--- src/rtl/lkvc_pkg.sv ---
`default_nettype none
// ----------------------------------------------------------------------------
// LRU key-value cache package
// Request and response codes and the fixed field widths of the cache block.
// ----------------------------------------------------------------------------
package lkvc_pkg;

   localparam int CMD_BITS    = 2;
   localparam int STATUS_BITS = 3;
   localparam int CAP_BITS    = 4;

   localparam logic [CAP_BITS-1:0] CAP_RESET = 4'd5;

   typedef enum logic [CMD_BITS-1:0] {
      CMD_PUT    = 2'd0,
      CMD_GET    = 2'd1,
      CMD_REMOVE = 2'd2,
      CMD_NOP    = 2'd3
   } cmd_type;

   typedef enum logic [STATUS_BITS-1:0] {
      ST_INSERTED  = 3'd0,
      ST_UPDATED   = 3'd1,
      ST_GET_HIT   = 3'd2,
      ST_GET_MISS  = 3'd3,
      ST_REMOVED   = 3'd4,
      ST_RM_ABSENT = 3'd5
   } status_type;

endpackage
`default_nettype wire

--- src/rtl/lru_key_value_cache.sv ---
`default_nettype none
// ----------------------------------------------------------------------------
// LRU key-value cache
// Fully associative store with least-recently-used replacement.
//
// Requests (req_cmd, req_lookup_key, req_put_value) arrive on a valid/stall
// channel; a word is taken at an edge with req_valid high and req_stall low.
// Commands are put, get and remove; the fourth code does nothing and answers
// as a get miss. Every request gives exactly one response word on the rsp_
// channel (status, read value, eviction flag and victim key).
// A taken request is held in the input register and compared against all
// keys in parallel; its response is loaded into the response register with
// the updated entry state. One request is handled per cycle while the
// receiver does not stall; the limit is the single compare-and-update pass
// over the entry registers. When the receiver stalls, the response register
// holds and the input register fills; req_stall then rises until the
// response is taken. csr_wr_en writes the capacity in use (reset value 5);
// the user must use it only while the block is idle; the block does not
// enforce this. Synchronous reset empties the cache at once.
// ----------------------------------------------------------------------------
module lru_key_value_cache #(
   parameter int ENTRIES    = 8,
   parameter int KEY_BITS   = 32,
   parameter int VALUE_BITS = 32
) (
   input  wire                               clock,
   input  wire                               reset,
   input  wire                               req_valid,
   output logic                              req_stall,
   input  wire  [lkvc_pkg::CMD_BITS-1:0]     req_cmd,
   input  wire  [KEY_BITS-1:0]               req_lookup_key,
   input  wire  [VALUE_BITS-1:0]             req_put_value,
   output logic                              rsp_valid,
   input  wire                               rsp_stall,
   output logic [lkvc_pkg::STATUS_BITS-1:0]  rsp_status,
   output logic [VALUE_BITS-1:0]             rsp_read_value,
   output logic                              rsp_evicted,
   output logic [KEY_BITS-1:0]               rsp_evicted_key,
   input  wire                               csr_wr_en,
   input  wire  [lkvc_pkg::CAP_BITS-1:0]     csr_wr_data
);

   localparam int OCC_BITS  = $clog2(ENTRIES + 1);
   localparam int RANK_BITS = (ENTRIES > 1) ? $clog2(ENTRIES) : 1;
   localparam int WIDE_BITS = (OCC_BITS > lkvc_pkg::CAP_BITS) ? OCC_BITS
                                                               : lkvc_pkg::CAP_BITS;
   localparam logic [WIDE_BITS-1:0] ENTRIES_W = WIDE_BITS'(ENTRIES);

   // Input register
   logic                           in_valid_ff, in_valid_in;
   lkvc_pkg::cmd_type              in_cmd_ff;
   logic [KEY_BITS-1:0]            in_key_ff;
   logic [VALUE_BITS-1:0]          in_value_ff;

   // Response register
   logic                           out_valid_ff, out_valid_in;
   lkvc_pkg::status_type           out_status_ff, out_status_in;
   logic [VALUE_BITS-1:0]          out_value_ff, out_value_in;
   logic                           out_evicted_ff, out_evicted_in;
   logic [KEY_BITS-1:0]            out_evkey_ff, out_evkey_in;

   // Entry state
   logic [KEY_BITS-1:0]            key_ff   [ENTRIES];
   logic [VALUE_BITS-1:0]          value_ff [ENTRIES];
   logic [RANK_BITS-1:0]           rank_ff  [ENTRIES];
   logic [RANK_BITS-1:0]           rank_in  [ENTRIES];
   logic [ENTRIES-1:0]             valid_ff, valid_in;
   logic [OCC_BITS-1:0]            occ_ff, occ_in;
   logic [lkvc_pkg::CAP_BITS-1:0]  cap_ff, cap_in;

   logic                           accept, advance;
   logic [ENTRIES-1:0]             hit, oldest, valid_kept, free, slot, write_en;
   logic                           hit_any, evict, insert, is_put;
   logic [RANK_BITS-1:0]           hit_rank, occ_last;
   logic [VALUE_BITS-1:0]          hit_value;
   logic [KEY_BITS-1:0]            oldest_key;
   logic [WIDE_BITS-1:0]           cap_wide, cap_eff, occ_wide;

   assign advance   = in_valid_ff && (!out_valid_ff || !rsp_stall);
   assign req_stall = in_valid_ff && !advance;
   assign accept    = req_valid && !req_stall;

   assign rsp_valid       = out_valid_ff;
   assign rsp_status      = out_status_ff;
   assign rsp_read_value  = out_value_ff;
   assign rsp_evicted     = out_evicted_ff;
   assign rsp_evicted_key = out_evkey_ff;

   assign cap_in = csr_wr_en ? csr_wr_data : cap_ff;

   always_comb begin
      if (accept) begin
         in_valid_in = 1'b1;
      end else if (advance) begin
         in_valid_in = 1'b0;
      end else begin
         in_valid_in = in_valid_ff;
      end
      if (advance) begin
         out_valid_in = 1'b1;
      end else if (!rsp_stall) begin
         out_valid_in = 1'b0;
      end else begin
         out_valid_in = out_valid_ff;
      end
   end

   // Parallel compare, and the victim found as the entry whose rank is
   // occupancy minus one, since valid ranks are always 0 .. occupancy-1.
   always_comb begin
      occ_last   = RANK_BITS'(occ_ff - OCC_BITS'(1));
      hit_rank   = '0;
      hit_value  = '0;
      oldest_key = '0;
      for (int i = 0; i < ENTRIES; i++) begin
         hit[i]    = valid_ff[i] && (key_ff[i] == in_key_ff);
         oldest[i] = valid_ff[i] && (rank_ff[i] == occ_last);
         if (hit[i]) begin
            hit_rank  = hit_rank | rank_ff[i];
            hit_value = hit_value | value_ff[i];
         end
         if (oldest[i]) begin
            oldest_key = oldest_key | key_ff[i];
         end
      end
      hit_any = |hit;
   end

   always_comb begin
      cap_wide = WIDE_BITS'(cap_ff);
      occ_wide = WIDE_BITS'(occ_ff);
      if (cap_ff == '0) begin
         cap_eff = WIDE_BITS'(1);
      end else if (cap_wide > ENTRIES_W) begin
         cap_eff = ENTRIES_W;
      end else begin
         cap_eff = cap_wide;
      end
      is_put     = (in_cmd_ff == lkvc_pkg::CMD_PUT);
      evict      = is_put && !hit_any && (occ_wide >= cap_eff);
      valid_kept = evict ? (valid_ff & ~oldest) : valid_ff;
      free       = ~valid_kept;
      // Lowest free slot: isolate the least significant set bit.
      slot       = free & (~free + ENTRIES'(1));
      insert     = is_put && !hit_any && (|free);
   end

   always_comb begin
      valid_in       = valid_ff;
      occ_in         = occ_ff;
      out_status_in  = lkvc_pkg::ST_GET_MISS;
      out_value_in   = '0;
      out_evicted_in = 1'b0;
      out_evkey_in   = '0;
      for (int i = 0; i < ENTRIES; i++) begin
         rank_in[i] = rank_ff[i];
      end
      unique case (in_cmd_ff)
         lkvc_pkg::CMD_PUT: begin
            if (hit_any) begin
               out_status_in = lkvc_pkg::ST_UPDATED;
               for (int i = 0; i < ENTRIES; i++) begin
                  if (hit[i]) begin
                     rank_in[i] = '0;
                  end else if (valid_ff[i] && (rank_ff[i] < hit_rank)) begin
                     rank_in[i] = rank_ff[i] + RANK_BITS'(1);
                  end
               end
            end else begin
               out_status_in  = lkvc_pkg::ST_INSERTED;
               out_evicted_in = evict;
               out_evkey_in   = evict ? oldest_key : '0;
               // The victim is the oldest, so no surviving rank moves on eviction.
               for (int i = 0; i < ENTRIES; i++) begin
                  if (insert && slot[i]) begin
                     valid_in[i] = 1'b1;
                     rank_in[i]  = '0;
                  end else if (valid_kept[i]) begin
                     rank_in[i] = insert ? rank_ff[i] + RANK_BITS'(1) : rank_ff[i];
                  end else begin
                     valid_in[i] = 1'b0;
                     rank_in[i]  = '0;
                  end
               end
               occ_in = occ_ff - OCC_BITS'(evict) + OCC_BITS'(insert);
            end
         end
         lkvc_pkg::CMD_GET: begin
            if (hit_any) begin
               out_status_in = lkvc_pkg::ST_GET_HIT;
               out_value_in  = hit_value;
               for (int i = 0; i < ENTRIES; i++) begin
                  if (hit[i]) begin
                     rank_in[i] = '0;
                  end else if (valid_ff[i] && (rank_ff[i] < hit_rank)) begin
                     rank_in[i] = rank_ff[i] + RANK_BITS'(1);
                  end
               end
            end
         end
         lkvc_pkg::CMD_REMOVE: begin
            if (hit_any) begin
               out_status_in = lkvc_pkg::ST_REMOVED;
               for (int i = 0; i < ENTRIES; i++) begin
                  if (hit[i]) begin
                     valid_in[i] = 1'b0;
                     rank_in[i]  = '0;
                  end else if (valid_ff[i] && (rank_ff[i] > hit_rank)) begin
                     rank_in[i] = rank_ff[i] - RANK_BITS'(1);
                  end
               end
               occ_in = occ_ff - OCC_BITS'(1);
            end else begin
               out_status_in = lkvc_pkg::ST_RM_ABSENT;
            end
         end
         lkvc_pkg::CMD_NOP: begin
            out_status_in = lkvc_pkg::ST_GET_MISS;
         end
         default: begin
            out_status_in = lkvc_pkg::ST_GET_MISS;
         end
      endcase
      for (int i = 0; i < ENTRIES; i++) begin
         write_en[i] = advance && ((is_put && hit[i]) || (insert && slot[i]));
      end
   end

   always_ff @(posedge clock) begin
      if (reset) begin
         in_valid_ff  <= 1'b0;
         out_valid_ff <= 1'b0;
         valid_ff     <= '0;
         occ_ff       <= '0;
         cap_ff       <= lkvc_pkg::CAP_RESET;
         for (int i = 0; i < ENTRIES; i++) begin
            rank_ff[i] <= '0;
         end
      end else begin
         in_valid_ff  <= in_valid_in;
         out_valid_ff <= out_valid_in;
         cap_ff       <= cap_in;
         if (advance) begin
            valid_ff <= valid_in;
            occ_ff   <= occ_in;
            for (int i = 0; i < ENTRIES; i++) begin
               rank_ff[i] <= rank_in[i];
            end
         end
      end
   end

   always_ff @(posedge clock) begin
      if (accept) begin
         in_cmd_ff   <= lkvc_pkg::cmd_type'(req_cmd);
         in_key_ff   <= req_lookup_key;
         in_value_ff <= req_put_value;
      end
      if (advance) begin
         out_status_ff  <= out_status_in;
         out_value_ff   <= out_value_in;
         out_evicted_ff <= out_evicted_in;
         out_evkey_ff   <= out_evkey_in;
      end
      for (int i = 0; i < ENTRIES; i++) begin
         if (write_en[i]) begin
            key_ff[i]   <= in_key_ff;
            value_ff[i] <= in_value_ff;
         end
      end
   end

endmodule
`default_nettype wire
--- config.mk ---
export PLATFORM = sky130hd
export DESIGN_NAME = lru_key_value_cache
export DESIGN_NICKNAME = d
export VERILOG_FILES = /design/src/rtl/lkvc_pkg.sv /design/src/rtl/lru_key_value_cache.sv
export SDC_FILE = /design/constraint.sdc
export NUM_CORES = 1
export LEC_CHECK = 0
export BUFFER_PORTS_ARGS = -buffer_cell sky130_fd_sc_hd__buf_2
export CAP_MARGIN = 30
export CELL_PAD_IN_SITES_DETAIL_PLACEMENT = 1
export CELL_PAD_IN_SITES_GLOBAL_PLACEMENT = 1
export CORE_UTILIZATION = 47
export DETAILED_ROUTE_END_ITERATION = 10
export GPL_ROUTABILITY_DRIVEN = 0
export PLACE_DENSITY = 0.79
export SYNTH_ARGS = -nofsm -noshare
export SYNTH_HDL_FRONTEND = slang
export SYNTH_SLANG_ARGS = --single-unit
export TNS_END_PERCENT = 30
--- constraint.sdc ---
create_clock -name clock -period 7.3 [get_ports clock]
set_input_delay 1.46 -clock clock [delete_from_list [all_inputs] [get_ports clock]]
set_output_delay 1.46 -clock clock [all_outputs]
set_load 0.005 [all_outputs]
After elaboration in Yosys (flattened, before gate mapping)
Memories as Yosys holds them, arrays and structs flattened. Index checks and enable logic that the tools add are counted.

Input port bits: 75. Register bits: 152. Memory bits (writable): 536. Memories: 3.

Memories: key_ff (words 8, width 32, rd ports 8, clocked after memory_dff 0, write ports 8, RTL line lru_key_value_cache.sv:63) `logic [KEY_BITS-1:0] key_ff [ENTRIES];`; value_ff (words 8, width 32, rd ports 8, clocked after memory_dff 0, write ports 8, RTL line lru_key_value_cache.sv:64) `logic [VALUE_BITS-1:0] value_ff [ENTRIES];`; rank_ff (words 8, width 3, rd ports 8, clocked after memory_dff 0, write ports 8, RTL line lru_key_value_cache.sv:65) `logic [RANK_BITS-1:0] rank_ff [ENTRIES];`.

Eq/ne operators: 38. Add/subtract/negate cells: 20. Mux-type cells: 154. Reductions and logical operators: 94. Bitwise gates (word level): 36. $lt $le $gt $ge: 18.

Operator list (count): $mux 32 (16); $or 32x32->32 (14); $eq 32x32->1 (8); $mux 3 (72); $mux 24 (3); $pmux 24 s3 (1); $logic_and 1x1->1 (62); $mux 1 (52); $reduce_and 6->1 (8); $add 3x1->3 const B (8); $eq 3x3->1 (8); $gt 3x3->1 (8); $lt 3x3->1 (8); $mux 8 (3); $ne 3x2->1 const B (8); $not 8->8 (3); $sub 3x1->3 const B (8); $or 3x3->3 (7); $ne 2x2->1 const B (10); $and 8x8->8 (2); $mux 4 (4); $pmux 8 s2 (1); $reduce_or 8->1 (2); $pmux 3 s4 (1); other kinds (21) (43).

Depth between registers and ports, before layout
Gate-level depths: netlist (run 1). An unclocked memory read counts as a cell.

Depth after elaboration: 25. Depth in mapped cells: 21. Gate-level depth less buffers: 20.

Least setup slack after synthesis (run 1)
No wires, ideal clock.

Path type: reg2reg. From: register occ_ff[0]. To: memory key_ff[6][0] (netlist: key_ff[1][64]), enable pin. Library setup time: 0.565 ns. Arrival: 7.073 ns. Required time: 6.735 ns. Cell stages (with the launch flop): 12. Setup slack: -0.337 ns. Cells stage by stage: dfxtp_1 > clkbuf_1 > inv_1 > ha_1 > clkbuf_1 > xnor2_1 > nor3_1 > nor4_1 > nand2_1 > a221oi_1 > a21oi_1 > nor3_1.

RTL lines: start: declaration (RTL line lru_key_value_cache.sv:68) `logic [OCC_BITS-1:0] occ_ff, occ_in;`; start signal: assignment (RTL line lru_key_value_cache.sv:245) `occ_ff <= occ_in;`; end: declaration (RTL line lru_key_value_cache.sv:63).

==> results of run 1 <==
worst min-delay path: cells and delay by family (launching register included):
family	cells	cell delay, ns
flip-flops	1	0.32
AO/OA/AOI/OAI	2	0.13
placed cells by master (no fill, tap or decap), types with 6 or more instances in the layout:
cell,n
sky130_fd_sc_hd__mux2i_1,10
sky130_fd_sc_hd__ha_1,55
sky130_fd_sc_hd__dfxtp_1,18
sky130_fd_sc_hd__a221oi_1,110
sky130_fd_sc_hd__nand3_1,33
sky130_fd_sc_hd__or3_1,7
sky130_fd_sc_hd__o31ai_1,6
sky130_fd_sc_hd__o21ai_0,45
sky130_fd_sc_hd__o21a_1,6
sky130_fd_sc_hd__a22oi_1,73
sky130_fd_sc_hd__buf_12,7
sky130_fd_sc_hd__nand4_1,26
sky130_fd_sc_hd__inv_1,44
sky130_fd_sc_hd__nand2_1,72
sky130_fd_sc_hd__buf_4,38
sky130_fd_sc_hd__a22o_1,99
sky130_fd_sc_hd__nor2_1,64
sky130_fd_sc_hd__xor2_1,200
sky130_fd_sc_hd__nor2b_1,9
sky130_fd_sc_hd__nor4_1,49
sky130_fd_sc_hd__clkbuf_16,75
sky130_fd_sc_hd__buf_2,144
sky130_fd_sc_hd__and3_1,7
sky130_fd_sc_hd__nand2b_1,12
sky130_fd_sc_hd__a31oi_1,44
sky130_fd_sc_hd__clkinv_1,20
sky130_fd_sc_hd__clkbuf_1,12
sky130_fd_sc_hd__a211oi_1,15
sky130_fd_sc_hd__nor3_1,29
sky130_fd_sc_hd__xnor2_1,96
sky130_fd_sc_hd__a21oi_1,78
sky130_fd_sc_hd__nor2_2,6
sky130_fd_sc_hd__edfxtp_1,670
sky130_fd_sc_hd__clkinv_2,12
logic make-up after synthesis:
family / share of synthesized area [%]
simple gates: 5.94
fa+ha+maj: 2.32
compound gates: 12.6
buf+inv: 2.83
mux: 0.364
flops: 67.0
xor+xnor: 8.94
flip-flops by register name (all words and copies together), names as in the netlist:
register / flops
key_ff: 256
value_ff: 256
in_key_ff: 32
in_value_ff: 32
rsp_evicted_key: 32
rsp_read_value: 32
rank_ff: 24
valid_ff: 8
cap_ff: 4
occ_ff: 4
rsp_status: 3
in_cmd_ff: 2
in_valid_ff: 1
rsp_evicted: 1
rsp_valid: 1
area by class of cell:
| cell class | count | area [um2] |
|---|---|---|
| clock buffer | 87 | 1920 |
| inverter | 47 | 178 |
| multi-input combinational | 1242 | 9380 |
| sequential | 688 | 20500 |
| fill | 6224 | 29700 |
| timing repair buffer | 194 | 1260 |
| tap | 855 | 1070 |
| clock inverter | 44 | 363 |
power by group through the flow:
stage | Sequential (mW) | Combinational [mW] | Clock [mW]
floorplan | 4.53 | 0.261 | 0
global placement | 4.59 | 0.355 | 0
detailed placement | 4.60 | 0.370 | 0
CTS | 4.52 | 0.377 | 3.65
global route | 4.53 | 0.406 | 3.77
finish | 4.52 | 0.385 | 3.62
through the flow:
stage          hold slack, ns  instance area, um2  instances  power (mW)
6_report                0.496               34700       3157        8.53
5_1_grt                 0.541               34700       3157        8.71
4_1_cts                 0.497               34600       3156        8.54
3_5_place_dp            0.489               32300       3025        4.97
3_3_place_gp            0.467               32300       3021        4.94
2_1_floorplan           0.442               30600       2122        4.79
metal layers:
layer  up-vias  wire (um)
met5         -         24
met2      1440      47800
met3       335      10600
met4         4       5050
li1       8563          -
met1     10493      37500
path summary, 6_finish.rpt:
| check | start | end | slack (ns) | cells past startpoint |
|---|---|---|---|---|
| min | occ_ff[3]$_SDFFE_PP0P_ | occ_ff[3]$_SDFFE_PP0P_ | 0.50 | 2 |
| max reg2reg | in_key_ff[10]$_DFFE_PP_ | rank_ff[0][1]$_SDFFCE_PN0P_ | 1.11 | 17 |
| max | in_key_ff[10]$_DFFE_PP_ | rank_ff[0][1]$_SDFFCE_PN0P_ | 1.11 | 17 |
| min reg2reg | occ_ff[3]$_SDFFE_PP0P_ | occ_ff[3]$_SDFFE_PP0P_ | 0.50 | 2 |
==> impl.org, run 1 <==
** Yosys
- Count of cell types in the netlist :: 70
- Among all flip-flop cells after synthesis, the most frequent one is sky130_fd_sc_hd__edfxtp_1.
- Ranking of synthesized cells by area :: sky130_fd_sc_hd__edfxtp_1 (66%), sky130_fd_sc_hd__xor2_1 (5.7%), sky130_fd_sc_hd__a221oi_1 (3.2%), sky130_fd_sc_hd__a22o_1 (2.8%), sky130_fd_sc_hd__xnor2_1 (2.8%)
- After technology mapping, the gate count stands at 2,122.
- Warnings, synthesis :: 0
- Post-synthesis sequential element count :: 688
- The most common cell in the synthesized netlist is sky130_fd_sc_hd__edfxtp_1.
- In this run the biggest area consumer among cell types represents 65.8% of the synthesized area.
- Ranking of synthesized cells by instance count :: sky130_fd_sc_hd__edfxtp_1 (670), sky130_fd_sc_hd__xor2_1 (200), sky130_fd_sc_hd__a221oi_1 (110)
- Post-synth top area cell :: sky130_fd_sc_hd__edfxtp_1
- Syn Std Cell Area :: 30,600 um2
- Counting flops with an async set or reset pin after synthesis yields a share of 0%.
- Sequential share of the synthesized area :: 67.0%
- The average instance in the mapped netlist occupies 14.4 um2.
- Synthesis produced a netlist with a net count of 2,253.
- Number of synthesized flops with an enable pin :: 670

** Floorplan
- Die outline height :: 257 um
- In this run the core area contains 93 standard-cell rows.
- The die covers 66,100 um2.
- Width of the die :: 257 um
- After floorplanning, the core was sized to cover 64,300 um2.
- Initial cell density of the core :: 47.5%
- Io pins :: 145

** Global route
- Entering global routing, the biggest net connects 65 pins.
- Met2 Track Usage GR :: 48.7%
- In this run the most used layer during global routing was met2.
- Antenna violations before repair :: 2
- The via count of the first global-routing pass was 21,305.
- Global routing usage summed across all routing layers :: 30.2%
- Global-route met1 utilization :: 39.3%
- The first global-routing pass estimated 147 mm of wire.
- Remaining Overflow, GRT :: 0
- Global routing used 6.28% of the available met3 tracks.

** Finish
- # diodes :: 0
- Final net count :: 2,376
- Finished Core Util :: 53.9%
- Fraction of layout instances using a drive strength above 1 :: 14.3%
- Layout-stage area growth over the synthesis result :: 13.3%

** Worst setup path
- The worst setup path is of the register to register kind.
- CP Capture Type :: register
- Highest-delay cell along the critical path :: sky130_fd_sc_hd__edfxtp_1
- Maximum single-stage delay on the critical path :: 0.85 ns
- CP Launch Type :: register
- Critical Path AT :: 6.66 ns
- Critical path required time :: 7.77 ns
- The critical path goes through xor2_1, nor4_1, nand4_1, nor4_2, buf_4, a22oi_1, and3_1, ha_1, nor2b_1, o21ai_0, nor3b_1, nand2_1, o21ai_0, a2bb2oi_1, o21ai_0, nand2_1, a21oi_1.
- Together, buffers and inverters on the worst path number 1.
- The cell that appears most often on the critical path is sky130_fd_sc_hd__o21ai_0.
- Family with the most delay on the worst path :: simple AND/OR/NAND/NOR gates
- Crit-path max FO :: 46

** Timing
- Final period demand of the worst path :: 6.19 ns
- Total setup violations reported at the end of the flow :: 0
- For the pin with the worst max-slew slack, the measured transition is 1.07 ns.
- Setup ws final :: 1.11 ns
- Max transition margin :: 28.2%
- Maximum frequency from static timing analysis :: 0.162 GHz
- RSZ-0062 raised after global routing :: no
- Period utilisation layout :: 84.8%
- On the final layout, the worst clock skew is 0.0335 ns.
- Sum of negative setup slack :: 0 ns
- The hold violation total from the final report came to 0.
- Count of final max-slew check failures :: 0

** Routing
- In the final routed layout, each cell accounts on average for 32.0 um.
- Via/cell ratio :: 6.60
- The first routing iteration left 2,707 violations.
- The routed layout has 20,835 vias.
- First-pass iteration count of the detailed router :: 6
- Antenna Nets Post-Route :: 0
- DRC errors left :: 0
- Final routed wirelength across all metal layers :: 101 mm

** Power
- For this design the static power due to leakage is 11.3 nW.
- Power spread over the standard cell area amounts to 246 nW/um2.
- The analysis attributes to net switching a power of 1.95 mW.
- Logic pwr share :: 4.5%
- Worst IR Drop VDD :: 0.000191 V
- Sequential Power Share :: 53.0%
- The internal power of the cells totals 6.58 mW.
- Net switching is 22.9% of the power.
- The clock network burns 42.5% of the power.

** Placed design
- Number of input and output port buffers inserted :: 144
- Post-detailed-placement half-perimeter wirelength :: 63.3 mm
- Worst setup slack after placement :: 1.49 ns

** Clocking
- CTS Root Buffer Type :: sky130_fd_sc_hd__clkbuf_16
- The H-tree generated during clock tree synthesis spans 3 levels.
- Number of buffers inserted by hold repair at cts :: 0
- Count of cells resized by post-cts repair :: 0
- In this run, CTS created clock tree buffers numbering 72.
- Clock tree from TritonCTS :: done
- Post-CTS setup buffers :: 0
- The clock passes through at most 3 buffers.
- Clock-pin slew was measured on the worst setup and hold paths at 0.06 ns.
- Sink Count :: 688
- Clock latency on the worst-skew pair :: 0.64 ns

** Run status
- The flow ran to the end, and the final reports show no timing, DRC or antenna violations.

** Job
- Across the run, the number of max-cap violations was 0.

** Worst hold path
- The min-delay analysis places its worst path in the category register to register.
No activity file was read; power rests on OpenSTA's default activity.
==> inputs of run 2 (changes only) <==
==> constraint.sdc (replaced) <==
create_clock -name clock -period 5.6 [get_ports clock]
set_input_delay 1.12 -clock clock [delete_from_list [all_inputs] [get_ports clock]]
set_output_delay 1.12 -clock clock [all_outputs]
set_load 0.005 [all_outputs]
==> impl.org, run 2 (synthesized netlist as in run 1, its figures left out) <==
** Routing
- Total via count after detailed routing :: 21,037
- After detailed routing, no signal wire sits above met5.
- DRC errors left :: 0
- Met2 routed WL :: 49.0 mm
- After detailed routing, the met3 layer carries 10.1 mm of wire.
- Final routed wirelength across all metal layers :: 102 mm
- First-iteration detailed-routing DRC count :: 2,758
- In the final routing, the length of wire on met1 measures 37.5 mm.
- Once detail routing completed, the nets flagged for antenna violations numbered 0.
- Via/cell ratio :: 6.62
- For this run, the detailed router's first-pass iteration total came to 6.
- After detailed routing, the average wire length per cell comes to 32.1 um.

** Placed design
- Buffers placed on the I/O ports in this run total 144.
- Post-detailed-placement half-perimeter wirelength :: 63.9 mm
- Summing all placed instances gives a cell area of 32,600 um2.
- Worst setup slack after placement :: 0.207 ns

** Floorplan
- Width of the die :: 257 um
- The core region is 64,300 um2.
- The floorplan step defined a die boundary enclosing 66,100 um2.
- Die outline height :: 257 um
- In this run the core area contains 93 standard-cell rows.
- Io pins :: 145
- Initial cell density of the core :: 47.5%

** Clocking
- Counting the buffers created by CTS gives 74.
- No sink is reached through more buffers than the 3 on the longest clock path.
- After clock tree synthesis, the clock-pin slew on the worst setup and hold paths is 0.06 ns.
- CTS placed an instance of sky130_fd_sc_hd__clkbuf_16 at the clock tree root.
- At the later pin of the worst-skew pair, clock insertion delay measures 0.63 ns.
- The clock tree synthesis step divided the H-tree into 3 levels.
- For this design, the CTS-stage hold fixing added 0 buffers.
- Sink Count :: 688
- TritonCTS built the clock tree.

** Global route
- Global routing usage summed across all routing layers :: 30.6%
- Global routing finished with a remaining overflow of 0.
- The via count of the first global-routing pass was 21,828.
- The initial antenna violation count was 1.
- Entering global routing, the biggest net connects 67 pins.
- First-pass GRT wire length :: 148 mm

** Timing
- Setup ws final :: 0.0876 ns
- Summed over all failing endpoints, the final setup total negative slack is 0 ns.
- At the pin with the least slew margin, the transition time is 0.910 ns.
- Across all hold checks on the routed design, the worst slack comes to 0.479 ns.
- Timing would allow up to 0.181 GHz.
- Final Hold Violating Endpoints :: 0
- Skew final :: 0.0222 ns
- Setup violations remaining at the end of the flow were counted as 0.
- Period utilisation layout :: 98.4%
- Count of final max-slew check failures :: 0
- Setup repair after global routing left no endpoint under its margin.
- In this run the tightest slew margin relative to its limit is 39.2%.
- The worst path needs 5.51 ns of the cycle, external delays included.

** Finish
- Most common cell after layout, fill and taps aside :: sky130_fd_sc_hd__edfxtp_1
- The repair_antennas step left the layout with diodes totalling 0.
- Compared with the post-synthesis result, the final layout area differs by 14.6%.
- In the final layout, the share of cells above drive strength 1 is 15.6%.
- In the final layout, the registers with the most flip-flops are key_ff x256, value_ff x256.
- Final net count :: 2,406
- Once layout is done, the placed cells without fillers occupy 35,000 um2.
- Leading cell types in the layout, fill and taps excluded :: sky130_fd_sc_hd__edfxtp_1 (670), sky130_fd_sc_hd__xor2_1 (200), sky130_fd_sc_hd__buf_2 (144)

** Worst setup path
- The worst setup path is launched from a register.
- Maximum single-stage delay on the critical path :: 0.87 ns
- Stages on the worst setup path :: 17
- Along the worst path, the maximum fanout reaches 16.
- Family with the most delay on the worst path :: simple AND/OR/NAND/NOR gates
- Walking the worst path, the cells encountered are xor2_1, nor4_1, nand4_1, nor4_2, buf_4, a22oi_1, and3_1, ha_1, nor2b_1, o21ai_0, nand2b_1, nor2_1, nand2_1, xor2_1, nor2_1, a221oi_1, nor3_1.
- Critical path required time :: 5.95 ns
- For this design, the slowest cell found on the critical path is sky130_fd_sc_hd__edfxtp_1.
- The worst register-to-register path has a depth of 17.
- CP Capture Type :: register
- For the worst setup path, the data arrival time is 5.87 ns.
- The number of buffers and inverters on the critical path is 1.
- Type of the setup path with the least slack :: register to register

** Power
- For this design the ratio of total power to cell area is 323 nW/um2.
- LEAKAGE :: 11.5 nW
- Logic pwr share :: 4.7%
- Pint :: 8.75 mW
- Clock share of power :: 43.3%
- In this run the power spent charging and discharging nets is 2.56 mW.
- Switching power share of the total :: 22.6%
- Of the total power, registers draw 52.0%.
- Total power consumption of the routed design :: 11.3 mW
- The worst-case IR drop observed on VDD is 0.000247 V.

** Worst hold path
- The path class of the tightest hold or removal check is register to register.
- Counting instances, the worst hold path has a depth of 2.

** Run status
- The run finished with clean final reports.

** Job
- Max-cap violations in this run came to 0.
==> run 2: cell count changes in the layout (fill, tap and decap cells not counted), moves of 2 or more <==
cell | before | now
sky130_fd_sc_hd__clkinv_2 | 12 | 10
sky130_fd_sc_hd__clkinv_1 | 20 | 9
sky130_fd_sc_hd__inv_16 | 3 | 0
sky130_fd_sc_hd__clkbuf_8 | 0 | 2
sky130_fd_sc_hd__bufinv_16 | 4 | 7
sky130_fd_sc_hd__nor4_2 | 5 | 7
sky130_fd_sc_hd__clkbuf_1 | 12 | 14
sky130_fd_sc_hd__buf_12 | 7 | 16
sky130_fd_sc_hd__clkinv_8 | 0 | 4
sky130_fd_sc_hd__nor4_1 | 49 | 47
sky130_fd_sc_hd__buf_4 | 38 | 59
==> run 2: worst paths after layout <==
| kind | start | endpoint | slack, ns |
|---|---|---|---|
| max | in_key_ff[10]$_DFFE_PP_ | rank_ff[0][11]$_SDFFCE_PN0P_ | 0.09 |
| min | cap_ff[0]$_SDFFE_PP1P_ | cap_ff[0]$_SDFFE_PP1P_ | 0.48 |
| max reg2reg | in_key_ff[10]$_DFFE_PP_ | rank_ff[0][11]$_SDFFCE_PN0P_ | 0.09 |
| min reg2reg | cap_ff[0]$_SDFFE_PP1P_ | cap_ff[0]$_SDFFE_PP1P_ | 0.48 |
==> run 2: stage by stage <==
stage | util [%] | std cells
2_1_floorplan | - | 2122
3_3_place_gp | 50.6 | 3046
3_5_place_dp | 50.7 | 3049
4_1_cts | 54.4 | 3175
5_1_grt | 54.5 | 3180
6_report | 54.5 | 3180
==> run 2: timing repair <==
action | in CTS | in global routing
buffers inserted | 0 | 5
setup endpoints to repair | 0 | 8
resized for setup | 0 | 2
==> run 2: final cells by class <==
| class | count | area, um2 |
|---|---|---|
| Clock buffer | 91 | 1960 |
| Tap cell | 855 | 1070 |
| Sequential cell | 688 | 20500 |
| Multi-Input combinational cell | 1242 | 9390 |
| Timing Repair Buffer | 222 | 1550 |
| Clock inverter | 35 | 409 |
| Fill cell | 6189 | 29300 |
| Inverter | 47 | 178 |
==> run 2: routing by layer <==
metal  vias to the layer above  GRT usage (%)
li1                       8622              -
met5                         -              0
met4                         2           15.9
met3                       366           6.72
met2                      1369           49.7
met1                     10678           38.4
==> run 2: power groups by stage <==
stage / logic, mW / clock network (mW) / registers [mW]
5_1_grt: 0.555 / 5.08 / 5.89
4_1_cts: 0.511 / 4.93 / 5.88
6_report: 0.526 / 4.90 / 5.88
2_1_floorplan: 0.341 / 0 / 5.90
3_3_place_gp: 0.483 / 0 / 5.97
3_5_place_dp: 0.504 / 0 / 5.99
==> run 2: worst reg2reg max path: stages (launching register included) <==
cell and delay [ns]:
sky130_fd_sc_hd__edfxtp_1 0.87, sky130_fd_sc_hd__xor2_1 0.29, sky130_fd_sc_hd__nor4_1 0.74, sky130_fd_sc_hd__nand4_1 0.26
sky130_fd_sc_hd__nor4_2 0.38, sky130_fd_sc_hd__buf_4 0.23, sky130_fd_sc_hd__a22oi_1 0.11, sky130_fd_sc_hd__and3_1 0.37
sky130_fd_sc_hd__ha_1 0.35, sky130_fd_sc_hd__nor2b_1 0.13, sky130_fd_sc_hd__o21ai_0 0.18, sky130_fd_sc_hd__nand2b_1 0.14
sky130_fd_sc_hd__nor2_1 0.35, sky130_fd_sc_hd__nand2_1 0.16, sky130_fd_sc_hd__xor2_1 0.21, sky130_fd_sc_hd__nor2_1 0.10
sky130_fd_sc_hd__a221oi_1 0.30, sky130_fd_sc_hd__nor3_1 0.10
